File: config.mk
export PLATFORM = sky130hd
export DESIGN_NAME = bbd_queue
export DESIGN_NICKNAME = d
export VERILOG_FILES = /design/src/hw/rtl/bbd_pkg.sv /design/src/hw/rtl/bbd_queue.sv
export VERILOG_INCLUDE_DIRS = /design/src /design/src/hw/rtl
export SDC_FILE = /design/constraint.sdc
export NUM_CORES = 1
export LEC_CHECK = 0
export BUFFER_PORTS_ARGS = -buffer_cell sky130_fd_sc_hd__buf_2
export CAP_MARGIN = 20
export CORE_ASPECT_RATIO = 0.8
export CORE_MARGIN = 8
export CORE_UTILIZATION = 61
export CTS_CLUSTER_SIZE = 40
export DETAILED_ROUTE_END_ITERATION = 8
export PLACE_DENSITY = 0.84
export SYNTH_ARGS = -nofsm -noshare
export SYNTH_HDL_FRONTEND = slang
export SYNTH_SLANG_ARGS = --single-unit
File: constraint.sdc
create_clock -name clock -period 4.6 [get_ports clock]
set_input_delay 0.92 -clock clock [delete_from_list [all_inputs] [get_ports clock]]
set_output_delay 0.92 -clock clock [all_outputs]
set_load 0.005 [all_outputs]
File: src/hw/rtl/bayer_bggr_bilinear_demosaic_assert.svh
// Assertion macros shared by the demosaic RTL modules.
`ifndef BAYER_BGGR_BILINEAR_DEMOSAIC_ASSERT_SVH
`define BAYER_BGGR_BILINEAR_DEMOSAIC_ASSERT_SVH

// Check that cons holds in the same cycle as ante.
`define BBD_ASSERT_NOW(label, ante, cons) \
   label: assert property (@(posedge clock) disable iff (reset) (ante) |-> (cons)) \
      else $error("bbd assertion failed");

// Check that cons holds in the cycle after ante.
`define BBD_ASSERT_NEXT(label, ante, cons) \
   label: assert property (@(posedge clock) disable iff (reset) (ante) |=> (cons)) \
      else $error("bbd assertion failed");

`endif

File: src/hw/rtl/bbd_pkg.sv
// Shared constants and types of the BGGR bilinear demosaic.
`default_nettype none

package bbd_pkg;

   localparam int MAX_WIDTH   = 4096;
   localparam int MAX_HEIGHT  = 4096;
   localparam int COL_W       = $clog2(MAX_WIDTH);
   localparam int ROW_W       = $clog2(MAX_HEIGHT);
   localparam int DIM_W       = 13;
   localparam int PIX_W       = 8;
   localparam int POS_W       = 12;
   localparam int CSR_IDX_W   = 2;
   localparam int QUEUE_DEPTH = 4;

   typedef logic [PIX_W-1:0] pix_type;

   // 3x3 window, [row][col]; row 0 is two lines up, col 0 two columns left
   typedef pix_type [2:0][2:0] win_type;

   // One line store entry: sample two lines up and one line up
   typedef struct packed {
      pix_type older;
      pix_type prior;
   } line_word_type;

   typedef struct packed {
      logic [DIM_W-1:0] width;
      logic [DIM_W-1:0] height;
      logic             mirror;
   } cfg_type;

   // Position of the newest sample of a window and its edge flags
   typedef struct packed {
      logic [COL_W-1:0] x;
      logic [ROW_W-1:0] y;
      logic             x_nz;
      logic             x_one;
      logic             x_last;
      logic             y_nz;
      logic             y_one;
      logic             y_last;
   } pos_type;

   typedef struct packed {
      win_type win;
      pos_type pos;
   } job_type;

   typedef enum logic [CSR_IDX_W-1:0] {
      CSR_FRAME_WIDTH    = 2'd0,
      CSR_FRAME_HEIGHT   = 2'd1,
      CSR_MIRROR_COLUMNS = 2'd2
   } csr_index_type;

endpackage

`default_nettype wire

File: src/hw/rtl/bbd_queue.sv
// Short job queue between the front end and the interpolation back end.
`default_nettype none
`include "bayer_bggr_bilinear_demosaic_assert.svh"

module bbd_queue
   import bbd_pkg::*;
(
   input  logic    clock,
   input  logic    reset,
   input  logic    push_valid,
   output logic    push_ready,
   input  job_type push_job,
   output logic    head_valid,
   output job_type head_job,
   input  logic    pop
);

   localparam int PTR_W = $clog2(QUEUE_DEPTH);
   localparam int CNT_W = $clog2(QUEUE_DEPTH + 1);

   job_type          slot_ff [QUEUE_DEPTH];
   logic [PTR_W-1:0] wr_ptr_ff, wr_ptr_in;
   logic [PTR_W-1:0] rd_ptr_ff, rd_ptr_in;
   logic [CNT_W-1:0] count_ff, count_in;
   logic             push;

   assign push_ready = (count_ff != CNT_W'(QUEUE_DEPTH));
   assign push       = push_valid && push_ready;
   assign head_valid = (count_ff != '0);
   assign head_job   = slot_ff[rd_ptr_ff];

   // Advance pointers with wrap, track the fill level
   always_comb begin
      wr_ptr_in = wr_ptr_ff;
      rd_ptr_in = rd_ptr_ff;
      count_in  = count_ff;
      if (push) begin
         wr_ptr_in = (wr_ptr_ff == PTR_W'(QUEUE_DEPTH - 1)) ? '0 : wr_ptr_ff + 1'b1;
      end
      if (pop) begin
         rd_ptr_in = (rd_ptr_ff == PTR_W'(QUEUE_DEPTH - 1)) ? '0 : rd_ptr_ff + 1'b1;
      end
      if (push && !pop) begin
         count_in = count_ff + 1'b1;
      end else if (pop && !push) begin
         count_in = count_ff - 1'b1;
      end
   end

   always_ff @(posedge clock) begin
      if (reset) begin
         wr_ptr_ff <= '0;
         rd_ptr_ff <= '0;
         count_ff  <= '0;
      end else begin
         wr_ptr_ff <= wr_ptr_in;
         rd_ptr_ff <= rd_ptr_in;
         count_ff  <= count_in;
      end
   end

   // Store the pushed job
   always_ff @(posedge clock) begin
      if (push) begin
         slot_ff[wr_ptr_ff] <= push_job;
      end
   end

   `BBD_ASSERT_NOW(a_pop_has_job, pop, count_ff != '0)
   `BBD_ASSERT_NEXT(a_count_up, push && !pop, count_ff == $past(count_ff) + 1'b1)
   `BBD_ASSERT_NEXT(a_count_down, pop && !push, count_ff == $past(count_ff) - 1'b1)

endmodule

`default_nettype wire

# After elaboration in Yosys (flattened, before gate mapping)
# Memory sizes are Yosys's and may differ from the RTL's. A register that Yosys moved wholly into a read port is not among the register bits.
# Cells that the tools add are included.
classes:
  n_addsub: 4
  n_eq_ne: 3
  mux: 8
  reduce_logical: 7
op_table:
  columns: ["operator", "count"]
  rows:
  - ["2-to-1 mux 2 bit", 4]
  - ["2-to-1 mux 3 bit", 2]
  - ["adder 2 x 1 -> 2 bit (second input constant)", 2]
  - ["equality test 2 bit (second input constant)", 2]
  - ["adder 3 x 1 -> 3 bit (second input constant)", 1]
  - ["logical AND 1 bit", 3]
  - ["!= test 3 bit (second input constant)", 1]
  - ["nonzero test 3 bit", 1]
  - ["subtractor 3 x 1 -> 3 bit (second input constant)", 1]
  - ["logical NOT 1 bit", 2]
  - ["2-to-1 mux 1 bit", 2]
  - ["nonzero test 2 bit", 1]
totals:
  register_bits: 7
  ram_bits: 408
  inputBits: 106
  out_inout_bits: 104
  word_cells: 26
  n_memories: 1
memory_table:
  columns: ["memory", "words", "word_bits", "rd", "rd_clocked_by_memory_dff", "wr", "line_no", "rtl"]
  rows:
  - ["slot_ff", 4, 102, 1, 1, 1, "bbd_queue.sv:21", "job_type slot_ff [QUEUE_DEPTH];"]

# Logic depth before layout (Yosys ltp)
logic_depth:
  ltp_word: 6
  depth_mapped: 9
  mapped_depth_nobuf: 8

# Worst setup path before layout
# OpenSTA, ideal clock, no wires.
synth_path:
  kind: "input-to-reg"
  start: "in push_valid"
  end: "mem slot_ff[2][0] (netlist name), enable pin"
  setup_ps: 415
  arrival_ps: 2232
  t_required_ps: 4185
  path_slack_ps: 1953
  stages: 1
  path_buffers: 0
  path_cell_list: "and3_2"
synth_between:
  elab_chain_cells: 3
synth_rtl:
  columns: ["element", "line_no", "rtl"]
  rows:
  - ["start, declared", "bbd_queue.sv:10", "input logic push_valid,"]
  - ["logical AND 1 bit", "bbd_queue.sv:28", "assign push = push_valid && push_ready;"]
  - ["2-to-1 mux 1 bit", "bbd_queue.sv:64", "if (push) begin"]
  - ["2-to-1 mux 1 bit (not written as such)", "bbd_queue.sv:65", "slot_ff[wr_ptr_ff] <= push_job;"]
  - ["end, declared", "bbd_queue.sv:21", null]
# No other way between the ends.

==> results.md <==
* Worst Hold Depth at 2
* Floorplan die width at 192 µm
* Share of final-layout standard cells stronger than drive strength 1 at 45.4%
* Synthesized-area fraction occupied by and/or/nand/nor cells at 0.708%
* Worst Setup Start Kind: flop
* Most common cell after layout, fill and taps aside: sky130_fd_sc_hd__edfxtp_1
* Area fraction in compound gates after synthesis at less than 1%
* Final routed DRC violation total at 0
* Setup TNS at 0 ns
* Synth area leader: sky130_fd_sc_hd__edfxtp_1
* Pin count of the biggest net entering global routing at 66
* Worst-Margin Slew at 0.749 ns
* CP arrival at 2.40 ns
* Primary FF master, synth: sky130_fd_sc_hd__edfxtp_1
* Max-cap viol count at 0
* Top-area cell type share of the netlist area at 80.6%
* Number of levels in the clock H-tree at 2
* Number of I/O port buffers at 209
* Die area at 30200 µm²
* Peak VDD IR at 359 µV
* Final WL at 30500 µm
* # clock sinks at 417
* Wire length of the first global-routing pass at 45100 µm
* Relative slew slack at 50.0%
* Buffers inserted by post-CTS timing repair at 0
* Vias in the first global route at roughly 7500
* Routed length per placed instance at 26.4 µm
* Clock skew after layout at 0.0200 ns
* Clock tree root driver cell: sky130_fd_sc_hd__clkbuf_16
* Pins over their slew limit at 0
* Final non-filler cell total at 1156
* Maximum fanout along the worst path at between 40 and 50
* Period Utilization, post-route at between 70% and 80%
* Number of endpoints failing setup at the final stage at 0
* Run status: finished clean
* TritonCTS Buffers at 39
* Number of nets in the layout at 926
* Area added between synthesis and finish at 17.3%
* Number of unique standard cell types used by synthesis at 24
* Net count after synthesis at just under 700
* Adder-cell share of the synthesized area at 0.626%
* Critical path endpoint category: output pin
* Fill cells at ~1400
* Deepest clock path buffer count at 3
* Setup CP Type: reg2out
* Sequential cell area fraction in the yosys report at 81.8%
* Synthesized flop and latch total at 417
* Path category of the worst min-delay check: reg2reg
* Yosys warns at 0
* EDFF count, synth at 408
* Post-CTS Hold Fix Bufs at 0
* Routability congestion estimate from global placement at 0.750
* CP Data Required Time at around 3.7 ns
* Area of the mapped netlist at 15200 µm²
* Minimum clock period after layout at between 3 and 4 ns
* Post-cts sizing count at 0
* Number of cells after detailed placement at 1090
* Most frequent cells in the layout: 408 x sky130_fd_sc_hd__edfxtp_1, 209 x sky130_fd_sc_hd__buf_2, 102 x sky130_fd_sc_hd__mux4_2, 40 x sky130_fd_sc_hd__clkbuf_16, 8 x sky130_fd_sc_hd__clkbuf_1
* Ranking of synthesized cells by area: sky130_fd_sc_hd__edfxtp_1 81%, sky130_fd_sc_hd__mux4_2 15%, sky130_fd_sc_hd__dfxtp_1 1.2%
* Via density at ~6
* DRT Pass-1 Iters at 4
* Post-layout total power at 8.68 mW
* Global-route congestion overflow total at 0
* Fraction of synthesized cell area in xor and xnor cells at 0.115%
* Ratio of total power to cell area at about 490 nW/µm²
* Unrepaired setup endpoints after global routing: false
* Number of primary I/O pins at 210
* Async set-or-reset flop fraction in the synthesized netlist at 0%
* TritonCTS clock tree: done
* Std-Cell Rows at roughly 50
* Total half-perimeter wirelength after legalization and detailed placement at 18600 µm
* Post-synthesis cell count at 580
* Multiplexer share of the synthesized area at 15.3%
* Via count at 6962
* Number of endpoints with negative hold slack in the final report at 0
* Skew-Pair Late Insertion Delay at 0.52 ns
* Initial antenna violation count at 6
* Post-Syn Area per Cell at 26.2 µm²
* Initial DRC Count at 467
* Standby leakage power at 5.97 nW
* Die Ht at 157 µm
* Dominant combinational cell family by area after synthesis: multiplexers
* R2r worst-path depth at 8
* Antenna violation net count after detailed routing at 0
* Core Box Area at 24400 µm²
* Highest Clock Rate at 301 MHz
* Clock slew at reported path FFs at 0.06 ns
* Starting Density at 62.2%
* GRT Util Overall at 20.2%
-- registers in the layout (all words and copies together), names as in the netlist, named ones only --
signal	cells
count_ff	3
slot_ff	408
wr_ptr_ff	2
rd_ptr_ff	2
-- cells in the mapped netlist (all sizes together), types with 2 or more instances --
cell type	number
dfxtp	9
ha	6
a21oi	2
buf	20
mux4	102
nor2	4
mux2i	3
edfxtp	408
inv	4
and3	4
clkbuf	4
nand2b	2
xor2	2
or3	2
-- routing by layer --
metal | track usage [%] | wire length [µm] | up-vias
met2 | 33.8 | 15400 | 293
met4 | 4.90 | 537 | 10
li1 | - | - | 2967
met1 | 26.2 | 11900 | 3638
met3 | 5.55 | 2590 | 54
met5 | 0 | 52 | -
-- report_power, final --
group	leakage (nW)	switching, mW	internal (mW)
registers	3.81	0.121	4.56
logic	1.58	0.531	0.456
clock network	0.578	1.29	1.72
total	5.97	1.94	6.75
-- stage by stage --
stage / area [µm²] / setup WS, ns / utilization (%) / hold slack, ns
after CTS: 17800 / 1.21 / 72.9 / 0.517
after floorplan: 15200 / 1.95 / - / 0.461
after global routing: 17800 / 1.13 / 72.9 / 0.552
final: 17800 / 1.28 / 72.9 / 0.517
after detailed placement: 16600 / 1.78 / 68.0 / 0.508
after global placement: 16600 / 1.81 / 68.0 / 0.473
-- final cells by class --
type                            instances  area (µm²)  area share (%)
Antenna cell                            1        2.50          0.0140
Inverter                                4        15.0          0.0842
Clock buffer                           49        1040            5.86
Timing Repair Buffer                  216        1190            6.65
Clock inverter                         16         151           0.849
Sequential cell                       417       12400            69.8
Tap cell                              318         398            2.23
Multi-Input combinational cell        135        2590            14.5
-- worst max-delay path: stages, from the launching register on --
cell and delay (ns):
sky130_fd_sc_hd__dfxtp_4 0.69, sky130_fd_sc_hd__buf_12 0.38, sky130_fd_sc_hd__mux4_2 0.60, sky130_fd_sc_hd__buf_2 0.15
-- final timing paths --
check | start | end | slack [ns]
min | count_ff[2] | count_ff[2] | 0.52
max | flop | head_job[74] | 1.28
min reg2reg | count_ff[2] | count_ff[2] | 0.52
max reg2reg | count_ff[0] | count_ff[2] | 2.22
-- kinds of logic after synthesis --
family,after synthesis
DFF,417
muxes,105
buffers and inverters,28
and+or+nand+nor,17
adders and majority gates,7
AOI/OAI and AO/OA,4
xor gates and xnor gates,2
Power figures use the tool's default switching activity.
