<file path="src/hw/rtl/bayer_bggr_bilinear_demosaic_assert.svh">
// Assertion macros shared by the demosaic RTL modules.
`ifndef BAYER_BGGR_BILINEAR_DEMOSAIC_ASSERT_SVH
`define BAYER_BGGR_BILINEAR_DEMOSAIC_ASSERT_SVH

// Check that cons holds in the same cycle as ante.
`define BBD_ASSERT_NOW(label, ante, cons) \
   label: assert property (@(posedge clock) disable iff (reset) (ante) |-> (cons)) \
      else $error("bbd assertion failed");

// Check that cons holds in the cycle after ante.
`define BBD_ASSERT_NEXT(label, ante, cons) \
   label: assert property (@(posedge clock) disable iff (reset) (ante) |=> (cons)) \
      else $error("bbd assertion failed");

`endif

</file>
<file path="src/hw/rtl/bbd_pkg.sv">
// Shared constants and types of the BGGR bilinear demosaic.
`default_nettype none

package bbd_pkg;

   localparam int MAX_WIDTH   = 4096;
   localparam int MAX_HEIGHT  = 4096;
   localparam int COL_W       = $clog2(MAX_WIDTH);
   localparam int ROW_W       = $clog2(MAX_HEIGHT);
   localparam int DIM_W       = 13;
   localparam int PIX_W       = 8;
   localparam int POS_W       = 12;
   localparam int CSR_IDX_W   = 2;
   localparam int QUEUE_DEPTH = 4;

   typedef logic [PIX_W-1:0] pix_type;

   // 3x3 window, [row][col]; row 0 is two lines up, col 0 two columns left
   typedef pix_type [2:0][2:0] win_type;

   // One line store entry: sample two lines up and one line up
   typedef struct packed {
      pix_type older;
      pix_type prior;
   } line_word_type;

   typedef struct packed {
      logic [DIM_W-1:0] width;
      logic [DIM_W-1:0] height;
      logic             mirror;
   } cfg_type;

   // Position of the newest sample of a window and its edge flags
   typedef struct packed {
      logic [COL_W-1:0] x;
      logic [ROW_W-1:0] y;
      logic             x_nz;
      logic             x_one;
      logic             x_last;
      logic             y_nz;
      logic             y_one;
      logic             y_last;
   } pos_type;

   typedef struct packed {
      win_type win;
      pos_type pos;
   } job_type;

   typedef enum logic [CSR_IDX_W-1:0] {
      CSR_FRAME_WIDTH    = 2'd0,
      CSR_FRAME_HEIGHT   = 2'd1,
      CSR_MIRROR_COLUMNS = 2'd2
   } csr_index_type;

endpackage

`default_nettype wire

</file>
<file path="src/hw/rtl/bbd_back.sv">
// Back end: walks the results of each job, interpolates RGB, drives the result port.
`default_nettype none
`include "bayer_bggr_bilinear_demosaic_assert.svh"

module bbd_back
   import bbd_pkg::*;
(
   input  logic             clock,
   input  logic             reset,
   input  cfg_type          cfg,
   input  logic             head_valid,
   input  job_type          head_job,
   output logic             pop,
   output logic             rsp_valid,
   input  logic             rsp_stall,
   output pix_type          rsp_red,
   output pix_type          rsp_green,
   output pix_type          rsp_blue,
   output logic [POS_W-1:0] rsp_out_col,
   output logic [POS_W-1:0] rsp_out_line,
   output logic             rsp_last_of_run
);

   logic [3:0]       avail, pend, pick, rest;
   logic [3:0]       done_ff, done_in;
   logic [1:0]       sel;
   logic             out_free, emit_go;

   win_type          win;
   pos_type          pos;
   logic [1:0]       cc, lc, cr, ur;
   pix_type          ctr, lft, rgt, upv, dnv, ulv, urv, dlv, drv;
   logic [PIX_W+1:0] cross_sum, diag_sum;
   logic [PIX_W:0]   horz_sum, vert_sum;
   pix_type          cross_avg, diag_avg, horz_avg, vert_avg;
   logic [COL_W-1:0] cx;
   logic [ROW_W-1:0] cy;
   logic [DIM_W-1:0] mirror_col;
   pix_type          red_in, green_in, blue_in;
   logic [POS_W-1:0] col_in, line_in;

   logic             rsp_valid_ff;
   pix_type          red_ff, green_ff, blue_ff;
   logic [POS_W-1:0] col_ff, line_ff;
   logic             last_ff;

   assign win = head_job.win;
   assign pos = head_job.pos;

   // Results of a job in raster order: bit 0 picks column x, bit 1 picks row y
   always_comb begin
      avail[0] = pos.y_nz   && pos.x_nz;
      avail[1] = pos.y_nz   && pos.x_last;
      avail[2] = pos.y_last && pos.x_nz;
      avail[3] = pos.y_last && pos.x_last;
      pend     = avail & ~done_ff;
      sel      = 2'd0;
      for (int i = 3; i >= 0; i--) begin
         if (pend[i]) begin
            sel = 2'(i);
         end
      end
      pick = 4'b0001 << sel;
      rest = pend & ~pick;
   end

   // Emit when the output register frees; drop jobs without results
   always_comb begin
      out_free = !rsp_valid_ff || !rsp_stall;
      emit_go  = head_valid && (pend != '0) && out_free;
      pop      = head_valid && ((pend == '0) || (emit_go && (rest == '0)));
      if (pop) begin
         done_in = '0;
      end else if (emit_go) begin
         done_in = done_ff | pick;
      end else begin
         done_in = done_ff;
      end
   end

   // Clamped neighbor indexes inside the window; right and down never pass column/row 2
   always_comb begin
      cc = sel[0] ? 2'd2 : 2'd1;
      lc = sel[0] ? (pos.x_nz ? 2'd1 : 2'd2) : (pos.x_one ? 2'd1 : 2'd0);
      cr = sel[1] ? 2'd2 : 2'd1;
      ur = sel[1] ? (pos.y_nz ? 2'd1 : 2'd2) : (pos.y_one ? 2'd1 : 2'd0);
      ctr = win[cr][cc];
      lft = win[cr][lc];
      rgt = win[cr][2];
      upv = win[ur][cc];
      dnv = win[2][cc];
      ulv = win[ur][lc];
      urv = win[ur][2];
      dlv = win[2][lc];
      drv = win[2][2];
   end

   // Rounded averages
   always_comb begin
      cross_sum = (PIX_W+2)'(lft) + (PIX_W+2)'(rgt) + (PIX_W+2)'(upv)
                + (PIX_W+2)'(dnv) + (PIX_W+2)'(2);
      diag_sum  = (PIX_W+2)'(ulv) + (PIX_W+2)'(urv) + (PIX_W+2)'(dlv)
                + (PIX_W+2)'(drv) + (PIX_W+2)'(2);
      horz_sum  = (PIX_W+1)'(lft) + (PIX_W+1)'(rgt) + (PIX_W+1)'(1);
      vert_sum  = (PIX_W+1)'(upv) + (PIX_W+1)'(dnv) + (PIX_W+1)'(1);
      cross_avg = cross_sum[PIX_W+1:2];
      diag_avg  = diag_sum[PIX_W+1:2];
      horz_avg  = horz_sum[PIX_W:1];
      vert_avg  = vert_sum[PIX_W:1];
   end

   // Pixel position and color by BGGR site
   always_comb begin
      cx = sel[0] ? pos.x : pos.x - 1'b1;
      cy = sel[1] ? pos.y : pos.y - 1'b1;
      case ({cy[0], cx[0]})
         2'b00: begin
            blue_in  = ctr;
            green_in = cross_avg;
            red_in   = diag_avg;
         end
         2'b01: begin
            green_in = ctr;
            blue_in  = horz_avg;
            red_in   = vert_avg;
         end
         2'b10: begin
            green_in = ctr;
            red_in   = horz_avg;
            blue_in  = vert_avg;
         end
         2'b11: begin
            red_in   = ctr;
            green_in = cross_avg;
            blue_in  = diag_avg;
         end
      endcase
      mirror_col = cfg.width - 1'b1 - DIM_W'(cx);
      col_in     = cfg.mirror ? mirror_col[POS_W-1:0] : POS_W'(cx);
      line_in    = POS_W'(cy);
   end

   always_ff @(posedge clock) begin
      if (reset) begin
         done_ff      <= '0;
         rsp_valid_ff <= 1'b0;
      end else begin
         done_ff <= done_in;
         if (out_free) begin
            rsp_valid_ff <= emit_go;
         end
      end
   end

   // Output register payload
   always_ff @(posedge clock) begin
      if (emit_go) begin
         red_ff   <= red_in;
         green_ff <= green_in;
         blue_ff  <= blue_in;
         col_ff   <= col_in;
         line_ff  <= line_in;
         last_ff  <= (rest == '0);
      end
   end

   assign rsp_valid       = rsp_valid_ff;
   assign rsp_red         = red_ff;
   assign rsp_green       = green_ff;
   assign rsp_blue        = blue_ff;
   assign rsp_out_col     = col_ff;
   assign rsp_out_line    = line_ff;
   assign rsp_last_of_run = last_ff;

   `BBD_ASSERT_NEXT(a_job_kept, emit_go && (rest != '0), head_valid)
   `BBD_ASSERT_NEXT(a_done_cleared, pop, done_ff == '0)
   `BBD_ASSERT_NEXT(a_result_shown, emit_go, rsp_valid_ff)

endmodule

`default_nettype wire

</file>
<file path="config.mk">
export PLATFORM = sky130hd
export DESIGN_NAME = bbd_back
export DESIGN_NICKNAME = d
export VERILOG_FILES = /design/src/hw/rtl/bbd_pkg.sv /design/src/hw/rtl/bbd_back.sv
export VERILOG_INCLUDE_DIRS = /design/src /design/src/hw/rtl
export SDC_FILE = /design/constraint.sdc
export NUM_CORES = 1
export LEC_CHECK = 0
export BUFFER_PORTS_ARGS = -buffer_cell sky130_fd_sc_hd__buf_2
export CORE_MARGIN = 4
export CORE_UTILIZATION = 55
export CTS_BUF_LIST = sky130_fd_sc_hd__clkbuf_8 sky130_fd_sc_hd__clkbuf_16
export DETAILED_ROUTE_END_ITERATION = 6
export GPL_TIMING_DRIVEN = 0
export PLACE_DENSITY = 0.83
export REMOVE_ABC_BUFFERS = 1
export SETUP_SLACK_MARGIN = 0.02
export SYNTH_ARGS = -nofsm -noshare
export SYNTH_HDL_FRONTEND = slang
export SYNTH_SLANG_ARGS = --single-unit
</file>
<file path="constraint.sdc">
create_clock -name clock -period 6.7 [get_ports clock]
set_input_delay 1.005 -clock clock [delete_from_list [all_inputs] [get_ports clock]]
set_output_delay 1.005 -clock clock [all_outputs]
set_load 0.01 [all_outputs]
</file>
Word level (Yosys, flattened, before mapping). Index checks and enable logic that the tools add are counted.

$add $sub $neg: 16. $lt $le $gt $ge: 4. Equality and inequality tests: 3. Shift operators: 1. Muxes and demuxes: 34. Bitwise gates (word level): 5. Reduce and logical (&&, ||, !) cells: 19.

Operators with widths (count): $bmux W24 S2 (2); $bmux W8 S2 (6); $pmux W8 S4 (2); $mux W24 (2); $mux W8 (6); $add A8 B8 Y9 (4); $mux W12 (3); $sub A12 B1 Y12 const B (3); $add A10 B2 Y10 const B (2); $add A10 B8 Y10 (2); $add A9 B8 Y10 (2); $mux W2 (10); $add A9 B1 Y9 const B (2); $pmux W8 S2 (1); $lt A2 B3 Y1 const B (4); $sub A12 B12 Y12 (1); $and A4 B4 Y4 (2); $logic_and A1 B1 Y1 (8); $logic_not A4 Y1 (2); $not A4 Y4 (2); $reduce_or A2 Y1 (3); $eq A2 B2 Y1 const B (2); $or A4 B4 Y4 (1); $reduce_bool A4 Y1 (1); 6 further kinds (9).

Bits in registers: 54. Bits of input ports: 133. Output and inout bits: 51. Word-level logic and storage cells: 90.

Longest topological paths before layout. Gate-level depths: netlist (run 1).

Depth in word-level cells: 16. Gate-level depth with buffers: 23. Depth with buffers taken out: 20.

Worst setup path before layout (run 1). No wires, ideal clock.

Path type: input-to-reg. Start: input port head_job[5] in the netlist's numbering. End: register red_ff[6] (netlist: rsp_red[6]), data pin. Setup time: 0.276 ns. Arrival: 5.110 ns. Required time: 6.424 ns. Path slack: 1.314 ns. Cell stages on the path: 22. Buffers on the path: 3. Cells stage by stage: nor2b_1 > buf_4 > o21ai_4 > nand2_1 > buf_2 > nand2b_1 > clkbuf_1 > o22ai_1 > nor2_1 > o221ai_1 > fa_1 > inv_1 > fa_1 > ha_1 > a21o_1 > a21oi_1 > o21ai_0 > a211oi_2 > o21bai_1 > a21oi_1 > xor2_1 > a22oi_1.

Longest elaborated chain between the ends: 15.

RTL lines: start: declaration (RTL line bbd_back.sv:12) `input job_type head_job,`; $logic_and A1 B1 Y1 (RTL line bbd_back.sv:54) `avail[2] = pos.y_last && pos.x_nz;`; $and A4 B4 Y4 (RTL line bbd_back.sv:56) `pend = avail & ~done_ff;`; $mux W2 (3 in series) (RTL line bbd_back.sv:59) `if (pend[i]) begin`; $mux W2 (RTL line bbd_back.sv:86) `ur = sel[1] ? (pos.y_nz ? 2'd1 : 2'd2) : (pos.y_one ? 2'd1 : 2'd0);`; $bmux W24 S2 (RTL line bbd_back.sv:90, bbd_back.sv:92, bbd_back.sv:93); $mux W24 (not written as such) (RTL line bbd_back.sv:90, bbd_back.sv:92, bbd_back.sv:93); $bmux W8 S2 (RTL line bbd_back.sv:92) `ulv = win[ur][lc];`; $mux W8 (not written as such) (RTL line bbd_back.sv:92); $add A8 B8 Y9 (RTL line bbd_back.sv:102) `diag_sum = (PIX_W+2)'(ulv) + (PIX_W+2)'(urv) + (PIX_W+2)'(dlv)`; $add A9 B8 Y10 (RTL line bbd_back.sv:102); $add A10 B8 Y10 (RTL line bbd_back.sv:103) `+ (PIX_W+2)'(drv) + (PIX_W+2)'(2);`; $add A10 B2 Y10 (RTL line bbd_back.sv:103); $pmux W8 S4 * (RTL line bbd_back.sv:116) `case ({cy[0], cx[0]})`; named net red_in[6] (RTL line bbd_back.sv:39) `pix_type red_in, green_in, blue_in;`; end signal: assignment (RTL line bbd_back.sv:158) `red_ff <= red_in;`; end: declaration (RTL line bbd_back.sv:43) `pix_type red_ff, green_ff, blue_ff;`.

Mark *: on every way through the listed nets, which the timed path passes. The rest lies on a longest branch. The select of a mux whose other input is x is not followed. A chain may end at the register's enable or synchronous reset.

Worst setup path in the final report (run 1).
Start: input port head_job[2] in the netlist's numbering. End: register blue_ff[6] (netlist: rsp_blue[6]), data pin.

Longest elaborated chain between the ends: 14.

RTL lines: $logic_and A1 B1 Y1 (RTL line bbd_back.sv:53) `avail[1] = pos.y_nz && pos.x_last;`; $and A4 B4 Y4 (RTL line bbd_back.sv:56); $mux W2 (2 in series) (RTL line bbd_back.sv:59); $mux W2 (RTL line bbd_back.sv:86); $bmux W24 S2 (RTL line bbd_back.sv:90, bbd_back.sv:92, bbd_back.sv:93); $mux W24 (not written as such) (RTL line bbd_back.sv:90, bbd_back.sv:92, bbd_back.sv:93); $bmux W8 S2 (RTL line bbd_back.sv:92); $mux W8 (not written as such) (RTL line bbd_back.sv:92); $add A8 B8 Y9 (RTL line bbd_back.sv:102); $add A9 B8 Y10 (RTL line bbd_back.sv:102); $add A10 B8 Y10 (RTL line bbd_back.sv:103); $add A10 B2 Y10 (RTL line bbd_back.sv:103); $pmux W8 S4 * (RTL line bbd_back.sv:116); named net blue_in[6] (RTL line bbd_back.sv:39); end signal: assignment (RTL line bbd_back.sv:160) `blue_ff <= blue_in;`; end: declaration (RTL line bbd_back.sv:43).

Marks and branches as above.

==> metrics.md, run 1 <==
| Metric | Value |
|---|---|
| Number of max-cap violations | `0` |
| Critical path fanouts, max | `27` |
| Cts bufs inserted | `5` |
| 1st-iter DRT viols | `just under 500` |
| Final setup fails | `0` |
| Die area | `approximately 0.014 mm^2` |
| Grt ovf | `0` |
| Post-Synth XOR/XNOR Area | `0.0632` |
| Register bit count reported by yosys | `54` |
| Final max-slew violation count | `0` |
| I/O pin total | `around 180` |
| DP Wirelength | `between 15,000 and 20,000 um` |
| Max-Slew Margin vs Limit | `0.230` |
| Compound-gate portion of the synthesized area | `0.223` |
| Run status | `completed` |
| Area share of the largest cell type after synthesis | `0.212` |
| Synth unique cells | `between 70 and 80` |
| Wire length per cell | `approximately 16 um` |
| Worst-skew pair later-pin latency | `just under 300 ps` |
| Worst hold path class | `reg -> reg` |
| Area leader, netlist | `edfxtp_1` |
| Area share of fa/ha/maj cells after synthesis | `0.186` |
| Sequential-to-total area share from yosys stat | `0.227` |
| Htree depth | `2` |
| Fillers | `1,094` |
| Avg Inst Size Synth | `between 8 and 9 um^2` |
| Post-CTS Hold Buffers | `0` |
| GP Congestion | `roughly 0.98` |
| Peak VDD IR | `~220 uV` |
| CTS root buf | `clkbuf_16` |
| DR vias | `~6,800` |
| Synthesis Warnings | `0` |
| Final hold vios | `0` |
| Largest net degree at the start of global routing | `between 40 and 50` |
| Port bufs | `roughly 170` |
| Final wirelength | `19,100 um` |
| Synth async-reset ratio | `0` |
| PwrDens | `roughly 260 mW/mm^2` |
| Clock buffer depth | `2` |
| DRT Pass-1 Iters | `6` |
| Hold slack final | `between 500 and 600 ps` |
| CTS tree | `yes` |
| P&R area growth vs syn | `16.0%` |
| Final net count | `between 1,000 and 1,500` |
| Rows | `40` |
| Final period utilization | `0.939` |
| First-pass GRT wire length | `30,500 um` |
| Power Total | `2.06 mW` |
| Most frequent cells in the layout | `buf_2, nand2_1, inv_1` |
| Setup crit start kind | `input pin` |
| Largest cells by area after synthesis | `edfxtp_1, fa_1, ha_1, nand2_1, inv_1` |
| Leakage power | `about 3.7 nW` |
| RSZ-0062 raised after global routing | `false` |
| Total GRT Usage | `0.259` |
| Layout cell share with drive strength beyond 1 | `0.203` |
| Mux contribution to synthesized area | `0.0289` |
| Clk_skew | `7.73 ps` |
| WP data arrival | `between 6000 and 7000 ps` |
| CP Data Required Time | `6800 ps` |
| Die Y | `120 um` |
| Core footprint | `0.0122 mm^2` |
| Postcts setup bufs | `0` |
| Antenna Cells | `0` |
| Fmax | `approximately 160 MHz` |
| Routed Antenna Nets | `0` |
| EDFF count, synth | `49` |
| Most common cell after layout, fill and taps aside | `buf_2` |
| Fin crit period | `6290 ps` |
| Vias/cell | `5.74` |
| Multi-input gate area | `0.00486 mm^2` |
| Register area | `approximately 0.0016 mm^2` |
| Drt drc | `0` |
| Mapped Cells | `just under 900` |
| Ys flop type | `edfxtp_1` |
| Clk sinks | `between 50 and 60` |
| Crit. End Element | `flop` |
| Crit path kind | `in -> reg` |
| Initial core utilization | `0.570` |
| CTS clk-pin slew, worst paths | `approximately 70 ps` |
| Synth Area in Simple Gates | `0.196` |
| Antenna violations before repair | `0` |
| Synth Cell Area | `a little under 0.007 mm^2` |
| Worst-Margin Slew | `around 1200 ps` |
| Largest family of logic cells by synthesized area | `compound AO/OA/AOI/OAI gates` |
| Final Util | `0.661` |
| Vias in the first global route | `~6,500` |
| Die Span X | `around 120 um` |
flip-flops by register name, indices dropped and copies added, names as in the netlist:
signal,flops
rsp_last_of_run,1
rsp_out_col,12
rsp_blue,8
rsp_valid,1
rsp_out_line,12
rsp_red,8
rsp_green,8
done_ff,4
layout make-up:
class	count	share of cell area
inverter	103	0.0481
clock buffer	5	0.0156
clock inverter	3	0.00202
timing repair buffer	170	0.108
tap	168	0.0261
multi-input combinational	674	0.605
sequential	54	0.195
timing repair:
item	CTS	global route
hold endpoints to repair	0	0
resized for setup	3	4
cloned	0	0
setup endpoints to repair	18	10
cells by family (layout without fill, tap and decap cells):
kind of cell,count (synthesis),count (layout)
xor gates and xnor gates,50,50
DFF,54,54
adders and majority gates,83,83
muxes,15,15
buffers and inverters,138,281
and+or+nand+nor,292,292
AOI/OAI and AO/OA,234,234
path summary, 6_finish.rpt:
| path | startpoint | end | slack (ps) | depth (start not counted) |
|---|---|---|---|---|
| worst max-delay path | head_job[2] | rsp_blue[6] | 410 | 18 |
| worst min-delay path | done_ff[0] | done_ff[0] | 500 | 2 |
| worst max register to register | done_ff[2] | rsp_blue[6] | 830 | 19 |
| worst min register to register | done_ff[0] | done_ff[0] | 500 | 2 |
through the flow:
| step | worst slack (ps) | instances | TNS [ps] | instance area, um^2 |
|---|---|---|---|---|
| 2_1_floorplan | 437 | 831 | 0 | 6790 |
| 3_3_place_gp | -1010 | 1168 | -12480 | 7840 |
| 3_5_place_dp | -1070 | 1169 | -13570 | 7870 |
| 4_1_cts | 109 | 1177 | 0 | 8020 |
| 5_1_grt | 68.5 | 1177 | 0 | 8040 |
| 6_report | 408 | 1177 | 0 | 8040 |
cells in the mapped netlist (5+ instances only):
| cell | instances |
|---|---|
| mux2i_1 | 11 |
| fa_1 | 33 |
| o21ai_0 | 38 |
| clkbuf_1 | 22 |
| o21ai_1 | 19 |
| nor4_1 | 5 |
| o21a_1 | 7 |
| nor2b_1 | 11 |
| a22oi_1 | 12 |
| or3_1 | 6 |
| inv_1 | 102 |
| nand3_1 | 13 |
| o22ai_1 | 9 |
| xnor2_1 | 31 |
| ha_1 | 50 |
| and2_1 | 6 |
| nor3_1 | 9 |
| a21o_1 | 16 |
| a31oi_1 | 6 |
| buf_2 | 8 |
| edfxtp_1 | 49 |
| nand2_1 | 105 |
| dfxtp_1 | 5 |
| a221oi_1 | 11 |
| nand2b_1 | 11 |
| nor2_1 | 95 |
| a21oi_1 | 64 |
| xor2_1 | 19 |
worst max-delay path: stages:
cell      delay (ps)
buf_2            190
and3b_1          210
a31o_1           240
nand2b_1         820
nand2_1          500
o221ai_1         380
fa_1             460
inv_1             70
fa_1             420
ha_1             340
a21o_1           190
a21oi_1          170
o21ai_0          130
a211oi_2         280
o21bai_1         150
a21oi_1          390
xor2_1           150
o311ai_1         280
power breakdown:
part,switching (mW),internal [mW]
sequential,0.0111,0.452
clock,0.110,0.137
combinational,0.793,0.562
total,0.914,1.15
layer usage:
layer,track usage,wire [um],up-vias
li1,-,-,3303
met1,0.318,7590,3127
met2,0.456,9400,280
met3,0.0313,1390,42
met4,0.115,708,0
met5,0,0,-
Power figures use the tool's default switching activity.
==> inputs of run 2 (changes only) <==
CTS_CLUSTER_SIZE = 24   (was default)
REMOVE_ABC_BUFFERS = default   (was 1)
==> run 2 against run 1 <==
  * Final cell count increased by 2.9%
  * Power grew 2.4%
  * Flip-flop and latch count stayed put
  * Critical path depth grew 4
==> metrics.md, run 2 (synthesized netlist as in run 1, its figures left out) <==
| Metric | Value |
|---|---|
| Setup crit start kind | `input pin` |
| DR vias | `just over 7,000` |
| RSZ-0062 raised after global routing | `false` |
| Number of max-cap violations | `0` |
| Peak VDD IR | `roughly 240 uV` |
| Clock buffer depth | `2` |
| DP Area | `between 0.008 and 0.009 mm^2` |
| Antenna Cells | `0` |
| Layout cell share with drive strength beyond 1 | `0.200` |
| Die area | `0.0145 mm^2` |
| Vias/cell | `about 6` |
| PwrDens | `approximately 260 mW/mm^2` |
| Postcts setup bufs | `0` |
| Final net count | `roughly 1,300` |
| Core footprint | `about 0.012 mm^2` |
| Cts bufs inserted | `5` |
| Cells along the critical path | `buf_2 -> nor2b_1 -> buf_4 -> o21ai_4 -> a21oi_2 -> clkbuf_1 -> clkbuf_1 -> a22oi_1 -> nand2_1 -> o221ai_1 -> fa_1 -> inv_1 -> fa_1 -> ha_1 -> a21o_1 -> a21oi_1 -> o21ai_0 -> a211oi_2 -> o21bai_1 -> a21oi_1 -> xor2_1 -> a22oi_1` |
| Die Y | `about 120 um` |
| Final wirelength | `around 22,000 um` |
| Antenna violations before repair | `0` |
| Worst path top cell family by delay | `compound AO/OA/AOI/OAI gates` |
| Hold slack final | `~500 ps` |
| Vias in the first global route | `~6,900` |
| Worst-skew pair later-pin latency | `between 300 and 400 ps` |
| Post-CTS Hold Buffers | `0` |
| Rows | `40` |
| WP data arrival | `6270 ps` |
| Htree depth | `2` |
| Die Span X | `120 um` |
| Syn nets | `roughly 1,100` |
| DRT Pass-1 Iters | `6` |
| Layout Cells excl Fill | `around 1,200` |
| Worst-Margin Slew | `around 840 ps` |
| Final period utilization | `0.932` |
| CP bufs+invs | `5` |
| GP Congestion | `0.981` |
| P&R area growth vs syn | `17.7%` |
| Slowest cell on crit path | `fa_1` |
| Critical path fanouts, max | `10` |
| Fmax | `roughly 160 MHz` |
| Fillers | `1,061` |
| Routed Antenna Nets | `0` |
| Max-Slew Margin vs Limit | `0.442` |
| I/O pin total | `184` |
| CTS clk-pin slew, worst paths | `about 80 ps` |
| Most frequent cells in the layout | `buf_2, nand2_1, inv_1` |
| Run status | `completed` |
| Final setup fails | `0` |
| Initial core utilization | `0.570` |
| 1st-iter DRT viols | `694` |
| Fin crit period | `approximately 6200 ps` |
| DP Wirelength | `~18,000 um` |
| Cell area after layout | `between 0.008 and 0.009 mm^2` |
| Most common cell after layout, fill and taps aside | `buf_2` |
| Leakage power | `approximately 3.8 nW` |
| Grt ovf | `0` |
| Max stage delay on crit path | `approximately 540 ps` |
| CTS root buf | `clkbuf_16` |
| Drt drc | `0` |
| Wire length per cell | `about 18 um` |
| Fin Setup TNS | `0 ps` |
| Final max-slew violation count | `0` |
| CP Data Required Time | `about 6700 ps` |
| Crit path kind | `in -> reg` |
| Crit. End Element | `flop` |
| Port bufs | `approximately 170` |
| Largest net degree at the start of global routing | `31` |
| Clk_skew | `approximately 11 ps` |
| Inst Count DP | `1,203` |
| Worst hold path class | `reg -> reg` |
| First-pass GRT wire length | `33,800 um` |
| Final hold vios | `0` |
| Clk sinks | `54` |
| Total GRT Usage | `0.295` |
| CTS resizes | `0` |
| CTS tree | `yes` |
==> run 2: metal layers <==
metal | global-route usage | vias up | share of wire
li1 | - | 3378 | -
met1 | 0.366 | 3289 | 0.39
met2 | 0.509 | 413 | 0.47
met3 | 0.0561 | 75 | 0.11
met4 | 0.114 | 0 | 0.039
met5 | 0 | - | 0
==> run 2: report_power, final <==
part | switching [mW] | leakage [nW] | internal [mW]
logic | 0.816 | 3.21 | 0.569
registers | 0.0105 | 0.504 | 0.451
clock network | 0.127 | 0.0679 | 0.139
total | 0.954 | 3.78 | 1.16
==> run 2: metrics by stage <==
stage                     setup slack, ps  power, mW  utilization
after floorplan                      1310       1.46            -
after global placement                253       1.80        0.656
after detailed placement              221       1.83        0.659
after CTS                             531       2.10        0.671
after global routing                 82.7       2.29        0.671
final                                 456       2.11        0.671
==> run 2: worst paths after layout <==
| kind | to | slack, ps | startpoint | depth (start not counted) |
|---|---|---|---|---|
| worst max-delay path | rsp_red[6] | 460 | head_job[5] | 22 |
| worst min-delay path | done_ff[0] | 500 | done_ff[0] | 2 |
| worst max register to register | rsp_red[6] | 900 | done_ff[3] | 20 |
| worst min register to register | done_ff[0] | 500 | done_ff[0] | 2 |
==> run 2: cell type report <==
type	count	area [um^2]	share of cell area
Buffer	35	145	0.0178
Clock buffer	5	125	0.0153
Clock inverter	3	20.0	0.00245
Inverter	103	387	0.0474
Multi-Input combinational cell	674	4840	0.593
Sequential cell	54	1570	0.193
Tap cell	168	210	0.0258
Timing Repair Buffer	169	861	0.106
==> run 2: worst min-delay path, stage by stage (launching register included) <==
cell	delay, ps
dfxtp_1	340
a31oi_1	50
nor2_1	80
==> inputs of run 3 (changes only) <==
CTS_BUF_LIST = sky130_fd_sc_hd__clkbuf_8   (was sky130_fd_sc_hd__clkbuf_8 sky130_fd_sc_hd__clkbuf_16)
GPL_TIMING_DRIVEN = default   (was 0)
PLACE_DENSITY = 0.85   (was 0.83)
==> run 3 against run 2 <==
  * Combinational power is 3% lower
  * Final cell count fell by 1.9%
  * Power fell by 3.7%
  * Sequential power hardly changed
  * Critical path depth shrank 1
  * First-iteration DRC count shrank 20%
  * Clock skew grew 7.0 ps
  * Non-clock buffer count shrank 22
  * Flip-flop and latch count unchanged
  * Critical path type unchanged
  * Largest power group unchanged
==> metrics.md, run 3 (synthesized netlist as in run 1, its figures left out) <==
| Metric | Value |
|---|---|
| Run status | `completed` |
| Most common cell after layout, fill and taps aside | `buf_2` |
| First-pass GRT wire length | `around 31,000 um` |
| Die area | `approximately 0.014 mm^2` |
| Clock buffer depth | `2` |
| Final wirelength | `around 19,000 um` |
| Syn nets | `1,082` |
| Cells along the critical path | `buf_2 -> nor2b_1 -> o21ai_4 -> a21oi_2 -> buf_4 -> nor2_1 -> a22oi_1 -> nand2_1 -> o221ai_1 -> fa_1 -> inv_1 -> fa_1 -> ha_1 -> a21o_1 -> a21oi_1 -> o21ai_0 -> a211oi_2 -> o21bai_1 -> a21oi_1 -> xor2_1 -> a22oi_1` |
| P&R area growth vs syn | `16.2%` |
| CTS resizes | `0` |
| DR vias | `6,945` |
| Worst-Margin Slew | `approximately 720 ps` |
| Final period utilization | `0.878` |
| Final net count | `between 1,000 and 1,500` |
| Max-Slew Margin vs Limit | `0.516` |
| Worst hold path class | `reg -> reg` |
| Fin crit period | `about 5900 ps` |
| Postcts setup bufs | `0` |
| Most frequent cells in the layout | `buf_2, nand2_1, inv_1` |
| 1st-iter DRT viols | `about 550` |
| Top Layer Used | `met4` |
| Vias in the first global route | `6,639` |
| Leakage power | `between 3 and 4 nW` |
| Fin Setup TNS | `0 ps` |
| GP Congestion | `slightly below 1` |
| CTS clk-pin slew, worst paths | `around 110 ps` |
| Htree depth | `2` |
| Slowest cell on crit path | `nor2_1` |
| Max stage delay on crit path | `roughly 560 ps` |
| Worst path top cell family by delay | `compound AO/OA/AOI/OAI gates` |
| Initial core utilization | `0.570` |
| Post-CTS Hold Buffers | `0` |
| Port bufs | `169` |
| Vias/cell | `about 5.8` |
| DP Wirelength | `between 15,000 and 20,000 um` |
| CP bufs+invs | `3` |
| Final setup fails | `0` |
| Drt drc | `0` |
| Cts bufs inserted | `5` |
| DP Area | `roughly 0.0080 mm^2` |
| CTS root buf | `clkbuf_8` |
| Layout cell share with drive strength beyond 1 | `0.208` |
| WP data arrival | `between 5000 and 6000 ps` |
| Final hold vios | `0` |
| Antenna violations before repair | `0` |
| Number of max-cap violations | `0` |
| Largest net degree at the start of global routing | `54` |
| Cell area after layout | `~0.008 mm^2` |
| Die Y | `between 100 and 150 um` |
| Met2 wire length | `approximately 9300 um` |
| Critical path fanouts, max | `11` |
| Antenna Cells | `0` |
| DRT Pass-1 Iters | `6` |
| Wire length per cell | `about 16 um` |
| Fmax | `around 170 MHz` |
| Worst-skew pair later-pin latency | `roughly 330 ps` |
| Pre-CTS worst setup slack | `568 ps` |
| RSZ-0062 raised after global routing | `false` |
| PwrDens | `253 mW/mm^2` |
| I/O pin total | `between 150 and 200` |
| Setup crit start kind | `input pin` |
| Grt ovf | `0` |
| CP Data Required Time | `6730 ps` |
| Core footprint | `0.0122 mm^2` |
| Clk sinks | `between 50 and 60` |
| Routed Antenna Nets | `0` |
| CTS tree | `yes` |
| Crit path kind | `in -> reg` |
| Rows | `40` |
| Die Span X | `around 120 um` |
| Clk_skew | `roughly 18 ps` |
| Met1 wire length | `7510 um` |
| Peak VDD IR | `roughly 230 uV` |
| Crit. End Element | `flop` |
| Met3 WL | `~1800 um` |
| Worst setup margin | `around 800 ps` |
| Final max-slew violation count | `0` |
| Total GRT Usage | `0.264` |
==> run 3: changes by cell type in the layout (fill, tap and decap cells not counted), sizes merged <==
cell / before / now
inv: 104 / 103
bufinv: 0 / 1
clkbuf: 27 / 5
clkinvlp: 1 / 0
==> run 3: stage by stage <==
stage	std cells	util	hold slack (ps)	total power, mW
6_report	1188	0.662	497	2.03
5_1_grt	1188	0.662	545	2.22
4_1_cts	1188	0.662	500	2.03
3_5_place_dp	1181	0.654	474	1.80
3_3_place_gp	1181	0.654	462	1.77
2_1_floorplan	866	-	437	1.46
==> run 3: worst register-to-register path, stage by stage (launching register included) <==
cell and delay, ps:
dfxtp_1 330, nand2b_2 210, a21boi_2 380, a21oi_2 90, buf_4 190, nor2_1 560, a22oi_1 150, nand2_1 140
o221ai_1 160, fa_1 530, inv_1 50, fa_1 430, ha_1 340, a21o_1 190, a21oi_1 210, o21ai_0 140
a211oi_2 300, o21bai_1 140, a21oi_1 310, xor2_1 220, a22oi_1 120
==> run 3: cell type report <==
class / count / area, um^2
flip-flops and latches: 54 / 1570
multi-input cells: 674 / 4840
clock inverters: 2 / 33.8
repair buffers: 182 / 943
clock buffers: 5 / 68.8
fillers: 1044 / 4110
well taps: 168 / 210
inverters: 103 / 387
==> run 3: path summary, 6_finish.rpt <==
path	start	endpoint	slack (ps)	depth (start not counted)
max reg2reg	done_ff[2]	rsp_red[6]	1210	20
min	done_ff[3]	done_ff[3]	500	2
max	head_job[5]	rsp_red[6]	820	21
min reg2reg	done_ff[3]	done_ff[3]	500	2
==> run 3: metal layers <==
metal	track usage	vias to the layer above
met2	0.460	356
li1	-	3325
met1	0.320	3188
met5	0	-
met4	0.115	0
met3	0.0449	76
==> run 3: report_power, final <==
part / switching [mW] / internal [mW]
logic: 0.789 / 0.564
registers: 0.0106 / 0.451
clock network: 0.112 / 0.108
